**src/design/bile_pkg.sv**
```systemverilog
package bile_pkg;

    localparam int VALUE_W  = 32;
    localparam int POS_W    = 5;
    localparam int FUNC_W   = 3;
    localparam int STATUS_W = 2;
    localparam int FIDX_W   = 4;
    localparam int COUNT_W  = 5;

    localparam logic [FUNC_W-1:0] FUNC_INSERT = 3'd0;
    localparam logic [FUNC_W-1:0] FUNC_ERASE  = 3'd1;
    localparam logic [FUNC_W-1:0] FUNC_FIND   = 3'd2;
    localparam logic [FUNC_W-1:0] FUNC_LOCATE = 3'd3;
    localparam logic [FUNC_W-1:0] FUNC_CLEAR  = 3'd4;

    localparam logic [STATUS_W-1:0] STAT_OK        = 2'd0;
    localparam logic [STATUS_W-1:0] STAT_RANGE     = 2'd1;
    localparam logic [STATUS_W-1:0] STAT_FULL      = 2'd2;
    localparam logic [STATUS_W-1:0] STAT_NOT_FOUND = 2'd3;

    typedef struct packed {
        logic [VALUE_W-1:0] value;
        logic               from_tail;
        logic [POS_W-1:0]   position;
        logic [FUNC_W-1:0]  func;
    } t_req;

    typedef struct packed {
        logic                is_full;
        logic                is_empty;
        logic [COUNT_W-1:0]  count;
        logic [FIDX_W-1:0]   found_index;
        logic [VALUE_W-1:0]  data;
        logic [STATUS_W-1:0] status;
    } t_result;

endpackage

```
**src/design/bile_seq.sv**
```systemverilog
module bile_seq #(
    parameter int CAP    = 16,
    parameter int ELEM_W = 32
) (
    input  logic              i_clk,
    input  logic              i_rst_n,
    input  logic              i_req_valid,
    input  bile_pkg::t_req    i_req,
    output logic              o_idle,
    output logic              o_res_valid,
    input  logic              i_res_ready,
    output bile_pkg::t_result o_res
);

    localparam int AW = $clog2(CAP);
    localparam int CW = $clog2(CAP + 1);
    localparam int SW = (ELEM_W < bile_pkg::VALUE_W) ? ELEM_W : bile_pkg::VALUE_W;
    localparam int XW = (CW > bile_pkg::POS_W) ? CW : bile_pkg::POS_W;

    localparam logic [2:0] S_IDLE  = 3'd0;
    localparam logic [2:0] S_DEC   = 3'd1;
    localparam logic [2:0] S_ALLOC = 3'd2;
    localparam logic [2:0] S_WALK  = 3'd3;
    localparam logic [2:0] S_LINK  = 3'd4;
    localparam logic [2:0] S_FREE  = 3'd5;
    localparam logic [2:0] S_DONE  = 3'd6;

    logic [2:0]    r_state, n_state;
    logic [AW-1:0] r_head, n_head, r_tail, n_tail, r_free_head, n_free_head;
    logic [CW-1:0] r_count, n_count, r_fresh, n_fresh, r_cnt, n_cnt;
    logic [AW-1:0] r_node, n_node, r_slot, n_slot, r_prev, n_prev;
    logic [bile_pkg::FUNC_W-1:0]   r_func, n_func;
    logic [bile_pkg::POS_W-1:0]    r_pos, n_pos;
    logic                          r_tail_sel, n_tail_sel;
    logic [SW-1:0]                 r_val, n_val, r_data, n_data;
    logic [bile_pkg::STATUS_W-1:0] r_status, n_status;
    logic [bile_pkg::FIDX_W-1:0]   r_fidx, n_fidx;

    logic [SW-1:0] r_elem_mem [CAP];
    logic [AW-1:0] r_next_mem [CAP];
    logic [AW-1:0] r_prev_mem [CAP];
    logic [SW-1:0] r_q_elem;
    logic [AW-1:0] r_q_next, r_q_prev;

    logic [AW-1:0] w_rd_addr;
    logic          w_elem_we, w_next_we, w_prev_we;
    logic [AW-1:0] w_elem_waddr, w_next_waddr, w_next_wdata, w_prev_waddr, w_prev_wdata;
    logic [SW-1:0] w_elem_wdata;
    logic [XW-1:0] w_pos_x, w_cnt_x;
    logic [CW-1:0] w_h_ins, w_h_rd;
    logic          w_pop, w_is_full;
    logic [AW-1:0] w_alloc;

    assign w_pos_x   = XW'(r_pos);
    assign w_cnt_x   = XW'(r_count);
    assign w_h_ins   = CW'(r_tail_sel ? w_cnt_x - w_pos_x : w_pos_x);
    assign w_h_rd    = CW'(r_tail_sel ? w_cnt_x - w_pos_x - XW'(1) : w_pos_x);
    assign w_is_full = (r_count == CW'(CAP));
    assign w_pop     = (r_fresh != r_count);
    assign w_alloc   = w_pop ? r_free_head : AW'(r_fresh);

    always_comb begin
        n_state     = r_state;
        n_head      = r_head;
        n_tail      = r_tail;
        n_free_head = r_free_head;
        n_count     = r_count;
        n_fresh     = r_fresh;
        n_cnt       = r_cnt;
        n_node      = r_node;
        n_slot      = r_slot;
        n_prev      = r_prev;
        n_func      = r_func;
        n_pos       = r_pos;
        n_tail_sel  = r_tail_sel;
        n_val       = r_val;
        n_status    = r_status;
        n_data      = r_data;
        n_fidx      = r_fidx;
        w_rd_addr    = r_node;
        w_elem_we    = 1'b0;
        w_elem_waddr = w_alloc;
        w_elem_wdata = r_val;
        w_next_we    = 1'b0;
        w_next_waddr = r_node;
        w_next_wdata = r_free_head;
        w_prev_we    = 1'b0;
        w_prev_waddr = r_node;
        w_prev_wdata = r_slot;

        unique case (r_state)
            S_IDLE: begin
                if (i_req_valid) begin
                    n_func     = i_req.func;
                    n_pos      = i_req.position;
                    n_tail_sel = i_req.from_tail;
                    n_val      = SW'(i_req.value);
                    n_state    = S_DEC;
                end
            end
            S_DEC: begin
                n_status = bile_pkg::STAT_OK;
                n_data   = '0;
                n_fidx   = '0;
                n_state  = S_DONE;
                case (r_func) inside
                    bile_pkg::FUNC_INSERT: begin
                        if (w_pos_x > w_cnt_x) begin
                            n_status = bile_pkg::STAT_RANGE;
                        end else if (w_is_full) begin
                            n_status = bile_pkg::STAT_FULL;
                        end else begin
                            w_rd_addr = r_free_head;
                            n_cnt     = w_h_ins;
                            n_state   = S_ALLOC;
                        end
                    end
                    bile_pkg::FUNC_ERASE, bile_pkg::FUNC_FIND: begin
                        if (w_pos_x >= w_cnt_x) begin
                            n_status = bile_pkg::STAT_RANGE;
                        end else begin
                            w_rd_addr = r_head;
                            n_node    = r_head;
                            n_cnt     = w_h_rd;
                            n_state   = S_WALK;
                        end
                    end
                    bile_pkg::FUNC_LOCATE: begin
                        w_rd_addr = r_head;
                        n_node    = r_head;
                        n_cnt     = '0;
                        n_state   = S_WALK;
                    end
                    bile_pkg::FUNC_CLEAR: begin
                        n_count = '0;
                        n_fresh = '0;
                    end
                    default: begin
                        n_state = S_DONE;
                    end
                endcase
            end
            S_ALLOC: begin
                if (w_pop) begin
                    n_free_head = r_q_next;
                end else begin
                    n_fresh = r_fresh + CW'(1);
                end
                w_elem_we = 1'b1;
                n_count   = r_count + CW'(1);
                n_state   = S_DONE;
                if (r_count == '0) begin
                    n_head = w_alloc;
                    n_tail = w_alloc;
                end else if (r_cnt == '0) begin
                    w_next_we    = 1'b1;
                    w_next_waddr = w_alloc;
                    w_next_wdata = r_head;
                    w_prev_we    = 1'b1;
                    w_prev_waddr = r_head;
                    w_prev_wdata = w_alloc;
                    n_head       = w_alloc;
                end else if (r_cnt == r_count) begin
                    w_prev_we    = 1'b1;
                    w_prev_waddr = w_alloc;
                    w_prev_wdata = r_tail;
                    w_next_we    = 1'b1;
                    w_next_waddr = r_tail;
                    w_next_wdata = w_alloc;
                    n_tail       = w_alloc;
                end else begin
                    n_slot    = w_alloc;
                    w_rd_addr = r_head;
                    n_node    = r_head;
                    n_state   = S_WALK;
                end
            end
            S_WALK: begin
                if (r_func == bile_pkg::FUNC_LOCATE) begin
                    if (r_cnt == r_count) begin
                        n_status = bile_pkg::STAT_NOT_FOUND;
                        n_state  = S_DONE;
                    end else if (r_q_elem == r_val) begin
                        n_fidx  = bile_pkg::FIDX_W'(r_cnt);
                        n_state = S_DONE;
                    end else begin
                        w_rd_addr = r_q_next;
                        n_node    = r_q_next;
                        n_cnt     = r_cnt + CW'(1);
                    end
                end else if (r_cnt != '0) begin
                    w_rd_addr = r_q_next;
                    n_node    = r_q_next;
                    n_cnt     = r_cnt - CW'(1);
                end else begin
                    case (r_func)
                        bile_pkg::FUNC_INSERT: begin
                            w_next_we    = 1'b1;
                            w_next_waddr = r_q_prev;
                            w_next_wdata = r_slot;
                            w_prev_we    = 1'b1;
                            w_prev_waddr = r_node;
                            w_prev_wdata = r_slot;
                            n_prev       = r_q_prev;
                            n_state      = S_LINK;
                        end
                        bile_pkg::FUNC_ERASE: begin
                            n_data  = r_q_elem;
                            n_state = S_FREE;
                            if (r_count > CW'(1)) begin
                                if (r_node == r_head) begin
                                    n_head = r_q_next;
                                end else if (r_node == r_tail) begin
                                    n_tail = r_q_prev;
                                end else begin
                                    w_next_we    = 1'b1;
                                    w_next_waddr = r_q_prev;
                                    w_next_wdata = r_q_next;
                                    w_prev_we    = 1'b1;
                                    w_prev_waddr = r_q_next;
                                    w_prev_wdata = r_q_prev;
                                end
                            end
                        end
                        default: begin
                            n_data  = r_q_elem;
                            n_state = S_DONE;
                        end
                    endcase
                end
            end
            S_LINK: begin
                w_prev_we    = 1'b1;
                w_prev_waddr = r_slot;
                w_prev_wdata = r_prev;
                w_next_we    = 1'b1;
                w_next_waddr = r_slot;
                w_next_wdata = r_node;
                n_state      = S_DONE;
            end
            S_FREE: begin
                w_next_we    = 1'b1;
                w_next_waddr = r_node;
                w_next_wdata = r_free_head;
                n_free_head  = r_node;
                n_count      = r_count - CW'(1);
                n_state      = S_DONE;
            end
            S_DONE: begin
                if (i_res_ready) begin
                    n_state = S_IDLE;
                end
            end
            default: begin
                n_state = S_IDLE;
            end
        endcase
    end

    always_ff @(posedge i_clk) begin
        if (!i_rst_n) begin
            r_state     <= S_IDLE;
            r_head      <= '0;
            r_tail      <= '0;
            r_free_head <= '0;
            r_count     <= '0;
            r_fresh     <= '0;
        end else begin
            r_state     <= n_state;
            r_head      <= n_head;
            r_tail      <= n_tail;
            r_free_head <= n_free_head;
            r_count     <= n_count;
            r_fresh     <= n_fresh;
        end
    end

    always_ff @(posedge i_clk) begin
        r_cnt      <= n_cnt;
        r_node     <= n_node;
        r_slot     <= n_slot;
        r_prev     <= n_prev;
        r_func     <= n_func;
        r_pos      <= n_pos;
        r_tail_sel <= n_tail_sel;
        r_val      <= n_val;
        r_status   <= n_status;
        r_data     <= n_data;
        r_fidx     <= n_fidx;
    end

    always_ff @(posedge i_clk) begin
        if (w_elem_we) begin
            r_elem_mem[w_elem_waddr] <= w_elem_wdata;
        end
        r_q_elem <= r_elem_mem[w_rd_addr];
    end

    always_ff @(posedge i_clk) begin
        if (w_next_we) begin
            r_next_mem[w_next_waddr] <= w_next_wdata;
        end
        r_q_next <= r_next_mem[w_rd_addr];
    end

    always_ff @(posedge i_clk) begin
        if (w_prev_we) begin
            r_prev_mem[w_prev_waddr] <= w_prev_wdata;
        end
        r_q_prev <= r_prev_mem[w_rd_addr];
    end

    assign o_idle      = (r_state == S_IDLE);
    assign o_res_valid = (r_state == S_DONE);

    always_comb begin
        o_res.status      = r_status;
        o_res.data        = bile_pkg::VALUE_W'(r_data);
        o_res.found_index = r_fidx;
        o_res.count       = bile_pkg::COUNT_W'(r_count);
        o_res.is_empty    = (r_count == '0);
        o_res.is_full     = w_is_full;
    end

endmodule

```
**src/design/bounded_indexed_list_engine.sv**
```systemverilog
// Channel   Direction  tdata (low bit first)                        tuser
// s_axis    in         position[4:0], from_tail, value[31:0], pad   func[2:0]
// m_axis    out        data[31:0], found_index[3:0], count[4:0],    status[1:0]
//                      is_empty, is_full, pad
// Clear, range errors and unused codes go straight from decode to the result, inserts at
// either end pass through allocation; find and locate walk the links, erase walks and frees
// the node, other inserts allocate, walk and link; the engine then returns to idle.
// Reset leaves an empty list and needs no pass over the memories.
// A result waits in the output register while the next request is taken; the engine
// stalls only when a second result is ready before the first has been transferred.
module bounded_indexed_list_engine #(
    parameter int CAP    = 16,
    parameter int ELEM_W = 32
) (
    input  logic        i_clk,
    input  logic        i_rst_n,
    input  logic        i_s_axis_tvalid,
    output logic        o_s_axis_tready,
    input  logic [39:0] i_s_axis_tdata,   // position, from_tail, value
    input  logic [2:0]  i_s_axis_tuser,   // func
    output logic        o_m_axis_tvalid,
    input  logic        i_m_axis_tready,
    output logic [47:0] o_m_axis_tdata,   // data, found_index, count, is_empty, is_full
    output logic [1:0]  o_m_axis_tuser    // status
);

    bile_pkg::t_req    w_req;
    bile_pkg::t_result w_res;
    bile_pkg::t_result r_m_res;
    logic              r_m_valid;
    logic              w_idle, w_res_valid, w_res_ready, w_accept;

    assign w_accept      = i_s_axis_tvalid && o_s_axis_tready;
    assign w_req.func      = i_s_axis_tuser;
    assign w_req.position  = i_s_axis_tdata[4:0];
    assign w_req.from_tail = i_s_axis_tdata[5];
    assign w_req.value     = i_s_axis_tdata[37:6];

    bile_seq #(
        .CAP    (CAP),
        .ELEM_W (ELEM_W)
    ) u_seq (
        .i_clk       (i_clk),
        .i_rst_n     (i_rst_n),
        .i_req_valid (w_accept),
        .i_req       (w_req),
        .o_idle      (w_idle),
        .o_res_valid (w_res_valid),
        .i_res_ready (w_res_ready),
        .o_res       (w_res)
    );

    assign w_res_ready = !r_m_valid || i_m_axis_tready;

    always_ff @(posedge i_clk) begin
        if (!i_rst_n) begin
            r_m_valid <= 1'b0;
        end else if (w_res_ready) begin
            r_m_valid <= w_res_valid;
        end
    end

    always_ff @(posedge i_clk) begin
        if (w_res_ready && w_res_valid) begin
            r_m_res <= w_res;
        end
    end

    assign o_s_axis_tready = w_idle;
    assign o_m_axis_tvalid = r_m_valid;
    assign o_m_axis_tuser  = r_m_res.status;
    assign o_m_axis_tdata  = {5'd0, r_m_res.is_full, r_m_res.is_empty, r_m_res.count,
                              r_m_res.found_index, r_m_res.data};

    a_busy_after_transfer: assert property (@(posedge i_clk) disable iff (!i_rst_n)
        w_accept |=> !o_s_axis_tready)
        else $error("Engine took a request while still busy.");

    a_full_status: assert property (@(posedge i_clk) disable iff (!i_rst_n)
        (r_m_valid && r_m_res.status == bile_pkg::STAT_FULL) |-> r_m_res.is_full)
        else $error("Pool-full status reported on a list that is not full.");

    a_error_no_data: assert property (@(posedge i_clk) disable iff (!i_rst_n)
        (r_m_valid && r_m_res.status != bile_pkg::STAT_OK) |-> (r_m_res.data == '0))
        else $error("Failed request returned nonzero data.");

    a_empty_full_excl: assert property (@(posedge i_clk) disable iff (!i_rst_n)
        r_m_valid |-> !(r_m_res.is_empty && r_m_res.is_full))
        else $error("List reported both empty and full.");

endmodule

```
**config.mk**
```make
export PLATFORM = sky130hd
export DESIGN_NAME = bounded_indexed_list_engine
export DESIGN_NICKNAME = d
export VERILOG_FILES = /design/src/design/bile_pkg.sv /design/src/design/bile_seq.sv /design/src/design/bounded_indexed_list_engine.sv
export SDC_FILE = /design/constraint.sdc
export NUM_CORES = 1
export LEC_CHECK = 0
export ABC_AREA = 1
export ABC_CLOCK_PERIOD_IN_PS = 7170
export BUFFER_PORTS_ARGS = -buffer_cell sky130_fd_sc_hd__buf_2
export CAP_MARGIN = 30
export CORE_ASPECT_RATIO = 1.4
export CORE_MARGIN = 1.5
export CORE_UTILIZATION = 46
export DETAILED_ROUTE_END_ITERATION = 10
export GPL_TIMING_DRIVEN = 0
export HOLD_SLACK_MARGIN = 0.03
export PLACE_DENSITY = 0.6
export SYNTH_ARGS = -nofsm -noshare
export SYNTH_HDL_FRONTEND = slang
export SYNTH_SLANG_ARGS = --single-unit
```
**constraint.sdc**
```tcl
create_clock -name i_clk -period 7.17 [get_ports i_clk]
set_input_delay 1.434 -clock i_clk [delete_from_list [all_inputs] [get_ports i_clk]]
set_output_delay 1.434 -clock i_clk [all_outputs]
set_load 0.01 [all_outputs]
```
# ---- Yosys cells after proc, flatten, opt, wreduce, memory -nomap -nowiden
# Memory sizes are Yosys's and may differ from the RTL's. A register that Yosys moved wholly into a read port is not among the register bits.
# Cells that the tools add are included.
dict set report totals {
  regBits 167
  mem_bits_rw 640
  input_bits 47
  output_inout_bits 52
  wordCells 269
  mem_count 3
}
dict set report classes {
  addsub 7
  n_lt_le_gt_ge 3
  n_eq_ne 48
  n_mux 148
  bitwise 5
  reduce_logical 31
}
# name depth width read_ports rd_clocked_by_memory_dff write_ports line
set mem_list {}
lappend mem_list {u_seq.r_elem_mem 16 32 1 1 1 bile_seq.sv:39} ;# logic [SW-1:0] r_elem_mem [CAP];
lappend mem_list {u_seq.r_next_mem 16 4 1 1 1 bile_seq.sv:40} ;# logic [AW-1:0] r_next_mem [CAP];
lappend mem_list {u_seq.r_prev_mem 16 4 1 1 1 bile_seq.sv:41} ;# logic [AW-1:0] r_prev_mem [CAP];
# cell n
set op_table {}
lappend op_table {{$mux W4} 69}
lappend op_table {{$mux W32} 3}
lappend op_table {{$mux W5} 17}
lappend op_table {{$pmux W4 S3} 6}
lappend op_table {{$pmux W32 S2} 1}
lappend op_table {{$pmux W4 S2} 6}
lappend op_table {{$mux W3} 15}
lappend op_table {{$eq A32 B32 Y1} 1}
lappend op_table {{$ne A2 B1 Y1 const B} 11}
lappend op_table {{$pmux W5 S2} 2}
lappend op_table {{$reduce_and A4 Y1} 5}
lappend op_table {{$ne A2 B2 Y1 const B} 9}
lappend op_table {{$pmux W3 S6} 1}
lappend op_table {{$mux W1} 16}
lappend op_table {{$add A5 B1 Y5 const B} 3}
lappend op_table {{$ne A3 B3 Y1 const B} 5}
lappend op_table {{$pmux W5 S3} 1}
lappend op_table {{$sub A5 B1 Y5 const B} 3}
lappend op_table {{$eq A3 B2 Y1 const B} 4}
lappend op_table {{$eq A3 B3 Y1 const B} 4}
lappend op_table {{$mux W2} 6}
lappend op_table {{$logic_not A5 Y1} 2}
lappend op_table {{$ne A3 B2 Y1 const B} 3}
lappend op_table {{$reduce_and A9 Y1} 1}
lappend op_table {{31 further kinds} 48}

# ---- Longest topological paths before layout
dict set report logic_depth {
  ltp_word 10
  depth_mapped 23
  ltp_nobuf 21
}

# ---- By module
# Synthesis repeated with hierarchy kept, for this count alone.
dict set report unflattened {
  hier_cells 3655
  area_unflattened_um2 37765.0
}
# mod n_inst cells_per_inst area_per_inst_um2 seq_area_each_um2
set by_module_without_submodules {}
lappend by_module_without_submodules {bile_seq 1 3595 36313.6 23402.4}
lappend by_module_without_submodules {bounded_indexed_list_engine 1 60 1451.4 1371.3}

# ---- Least setup slack after synthesis
# OpenSTA, ideal clock, no wires.
dict set report synth_path {
  path_type {input to register}
  from {input i_m_axis_tready}
  to {register r_m_res, in the netlist o_m_axis_tdata[0], enable pin}
  setup_time_ns 0.559
  arrival_time_ns 5.762
  t_required_ns 6.611
  path_slack_ns 0.849
  path_stages 2
  n_path_buf 0
  cell_sequence {nor2_1 > nor4_1}
}
dict set report synth_between {
  elab_chain_len 2
}
# element line
set synth_rtl {}
lappend synth_rtl {{start, declared} bounded_indexed_list_engine.sv:22} ;# input logic i_m_axis_tready,
lappend synth_rtl {{$logic_or A1 B1 Y1} bounded_indexed_list_engine.sv:53} ;# assign w_res_ready = !r_m_valid || i_m_axis_tready;
lappend synth_rtl {{$logic_and A1 B1 Y1} bounded_indexed_list_engine.sv:64} ;# if (w_res_ready && w_res_valid) begin
lappend synth_rtl {{end signal, assigned} bounded_indexed_list_engine.sv:65} ;# r_m_res <= w_res;
lappend synth_rtl {{end, declared} bounded_indexed_list_engine.sv:29} ;# bile_pkg::t_result r_m_res;
# Every way passes these cells.
# A chain may end at the register's enable or synchronous reset.

# ---- Worst setup path in the final report
dict set report layout_path {
  from {register u_seq.r_val[10]}
  to {register u_seq.r_q_elem[7], read port of u_seq.r_elem_mem}
}
dict set report layout_between {
  elab_chain_len 5
}
# element line
set layout_rtl {}
lappend layout_rtl {{start, declared} bile_seq.sv:35} ;# logic [SW-1:0] r_val, n_val, r_data, n_data;
lappend layout_rtl {{start signal, assigned} bile_seq.sv:286} ;# r_val <= n_val;
lappend layout_rtl {{$eq A32 B32 Y1} bile_seq.sv:183} ;# end else if (r_q_elem == r_val) begin
lappend layout_rtl {{$mux W4} bile_seq.sv:183}
lappend layout_rtl {{$mux W4} bile_seq.sv:180} ;# if (r_cnt == r_count) begin
lappend layout_rtl {{$mux W4} bile_seq.sv:179} ;# if (r_func == bile_pkg::FUNC_LOCATE) begin
lappend layout_rtl {{$pmux W4 S3} bile_seq.sv:91} ;# unique case (r_state)
lappend layout_rtl {{end, declared} bile_seq.sv:42} ;# logic [SW-1:0] r_q_elem;
# Every way passes these cells.

==> flow_metrics.tcl <==
set metrics [dict create \
    pwr-share-seq_pct 30.5 \
    status "finished clean" \
    cts_buffer_depth 3 \
    die_w_um 244 \
    maxCapViolCount 0 \
    placed_area_um2 40100 \
    end_kind "register" \
    via_per_inst 5.45 \
    grt.total_usage_pct 28.1 \
    io-pin-count 99 \
    fillCellCount 7064 \
    synth_cell_types 49 \
    yosys.cell_count.top_type "edfxtp_1" \
    root_buffer "clkbuf_16" \
    holdPathStages 0 \
    avgRoutedWirePerCell_um 23.6 \
    drt-pass1-iter-count 6 \
    path_clk_slew_ps 60 \
    routed_wl_um 117000 \
    utilization_pct 53.3 \
    ys_warn_count 0 \
    start_util_pct 46.5 \
    dp.cells 4794 \
    whs_endpoint "o_m_axis_tdata[10]$_DFFE_PP_" \
    hp-class "register to register" \
    clkSinkCount 847 \
    switching_power_w 0.0101 \
    grt_pass1_wl_um 170000 \
    postCtsHoldBufs 0 \
    worst-setup-path-type "register to register" \
    finalMaxSlewViolations 0 \
    period_minus_slack_ps 4810 \
    fin_area_um2 42900 \
    setup_viol 0 \
    synth.top_cell.area_share_pct 62.6 \
    multi_input_area_um2 9850 \
    p_sw_share_pct 46.5 \
    fin_nets 3882 \
    clockPowerShare_pct 21.1 \
    dieArea_um2 83200 \
    ctsResizeCount 0 \
    synth_area_leaders "edfxtp_1 (63%), nand3_1 (10%), nand2_1 (6.9%), inv_1 (5.5%), dfxtp_1 (3.5%)" \
    grt_setup_unrepaired "no" \
    instances_no_fill 4951 \
    syn2layout_area_growth_pct 14.6 \
    r2r-start "u_seq.r_val[10]$_DFFE_PP_" \
    async_flop_share_pct 0 \
    yosys.area.top_type "edfxtp_1" \
    pwr_density_cell_nw_per_um2 507 \
    regToRegEndpoint "u_seq.r_q_elem[7]$_DFF_P_" \
    postCtsSetupBuffers 0 \
    timing.fmax_mhz 208 \
    combPwrFrac_pct 48.4 \
    place_hpwl_um 80300 \
    die_h_um 341 \
    cp.required_ps 7680 \
    first_global_vias 26374 \
    synthesis.area_um2 37500 \
    drtIter0Drc 2789 \
    cts-buffers-inserted 84 \
    place_congestion 0.964 \
    slew-limit-headroom_pct 30.2 \
    final_layout_size_suffix_gt1_share_pct 10.5 \
    vias 27004 \
    hold_start "u_seq.r_data[10]$_SDFFCE_PN0P_" \
    p_int_w 0.0116 \
    startpoint_type "register" \
    cp.arrival_ps 5320 \
    htreeDepth 3 \
    power_w 0.0218 \
    holdWs_ps 409 \
    rows 123 \
    period_share_pct 67.1 \
    grt_overflow 0 \
    finalHoldViolCount 0 \
    leakagePower_nw 17.4 \
    drc 0 \
    core-area_um2 80500 \
    postSynthAreaPerCell_um2 10.4 \
    reg2reg_depth 15 \
    rrSetupSlack_ps 2360 \
    fin_skew_ps 33.5 \
    worstMarginPinSlew_ps 1050 \
    crit_fanout 17 \
    synth-seq-area-share_pct 66.1 \
    cts_tree "done" \
    antenna_left 0 \
    vdd_drop_max_v 0.000393 \
    syn-instance-count 3597 \
    ys_top_cells_by_count "edfxtp_1 (781), nand3_1 (758), nand2_1 (684), inv_1 (548), nor2_1 (169)" \
    synth-seq-cells 847 \
    n_antenna_cell 0 \
    synthFlopType "edfxtp_1" \
    port_buffers 91 \
    antenna_found_initial 1 \
    grt_max_degree 25 \
    clkLatencyLatePin_ps 660 \
    synth_edf_count 781 \
    regArea_um2 24800 \
]
## stage by stage
| stage | worst slack, ps | setup TNS (ps) |
|---|---|---|
| 2_1_floorplan | 849 | 0 |
| 3_3_place_gp | -4610 | -248670 |
| 3_5_place_dp | 2450 | 0 |
| 4_1_cts | 2450 | 0 |
| 5_1_grt | 2290 | 0 |
| 6_report | 2360 | 0 |
## cell families after synthesis
kind of cell / after synthesis / synth area share, %
AOI/OAI and AO/OA: 180 / 2.87
DFF: 847 / 66.1
and+or+nand+nor: 1749 / 21.4
other: 1 / 0.0100
adders and majority gates: 16 / 0.575
xor gates and xnor gates: 43 / 1.01
buffers and inverters: 761 / 7.99
## routing by layer
layer	GRT usage (%)	wire, µm	up-vias
met3	4.31	8080	301
li1	-	-	12558
met1	33.6	44100	12965
met2	48.8	58400	1178
met5	0	11	-
met4	15.1	6380	2
## area by class of cell
class / instances / area share, %
sequential: 847 / 57.7
buffer: 191 / 1.99
clock inverter: 43 / 1.18
timing repair buffer: 132 / 2.61
inverter: 570 / 4.99
tap: 1062 / 3.10
multi-input combinational: 1993 / 23.0
clock buffer: 113 / 5.46
## flip-flops by register name, summed over array words and instances, names as in the netlist, 32 cells and up
signal	cells
u_seq.r_data	32
u_seq.r_q_elem	32
u_seq.r_next_mem	64
u_seq.r_prev_mem	64
u_seq.r_val	32
u_seq.r_elem_mem	512
o_m_axis_tdata	43
## worst max-delay path by stage
| stage | startpoint | to | depth (start not counted) |
|---|---|---|---|
| global placement | i_m_axis_tready | o_m_axis_tdata[9]$_DFFE_PP_ | 3 |
| detailed placement | u_seq.r_val[10]$_DFFE_PP_ | u_seq.r_q_elem[7]$_DFF_P_ | 15 |
| CTS | u_seq.r_val[10]$_DFFE_PP_ | u_seq.r_q_next[2]$_DFF_P_ | 17 |
| floorplan | i_m_axis_tready | o_m_axis_tdata[0]$_DFFE_PP_ | 2 |
| finish | u_seq.r_val[10]$_DFFE_PP_ | u_seq.r_q_elem[7]$_DFF_P_ | 15 |
| global route | u_seq.r_val[10]$_DFFE_PP_ | u_seq.r_q_elem[7]$_DFF_P_ | 15 |
## power groups by stage
stage,sequential (W),clock (W),combinational (W)
6_report,0.00664,0.00459,0.0105
5_1_grt,0.00668,0.00482,0.0113
4_1_cts,0.00663,0.00464,0.0104
3_5_place_dp,0.00673,0,0.0103
3_3_place_gp,0.00677,0,0.0100
2_1_floorplan,0.00655,0,0.00618
## critical path, stage by stage, from the launching register on
cell      delay (ps)
edfxtp_1         850
xnor2_1          190
nand2_1           70
nor2_1           190
nand2_1          180
nor2_1           280
nand2_1          290
nand3_1          140
nand2_1          190
a22oi_1          240
nand3_1          120
nand2_1          510
clkbuf_1         840
nand3_1          230
nand3_1          220
nand2_1          100
## placed cells by master, fill, tap and decap left out, drive strengths merged, types with 14 or more instances in the layout
cell type  instances
a21oi             48
a31oi             18
buf              237
clkbuf           198
clkinv            30
dfxtp             66
edfxtp           781
ha                14
inv              571
nand2            689
nand3            760
nand3b           102
nor2             175
o211ai            17
o21ai             59
xnor2             32
Note: power is estimated with default switching activity, not from simulation.
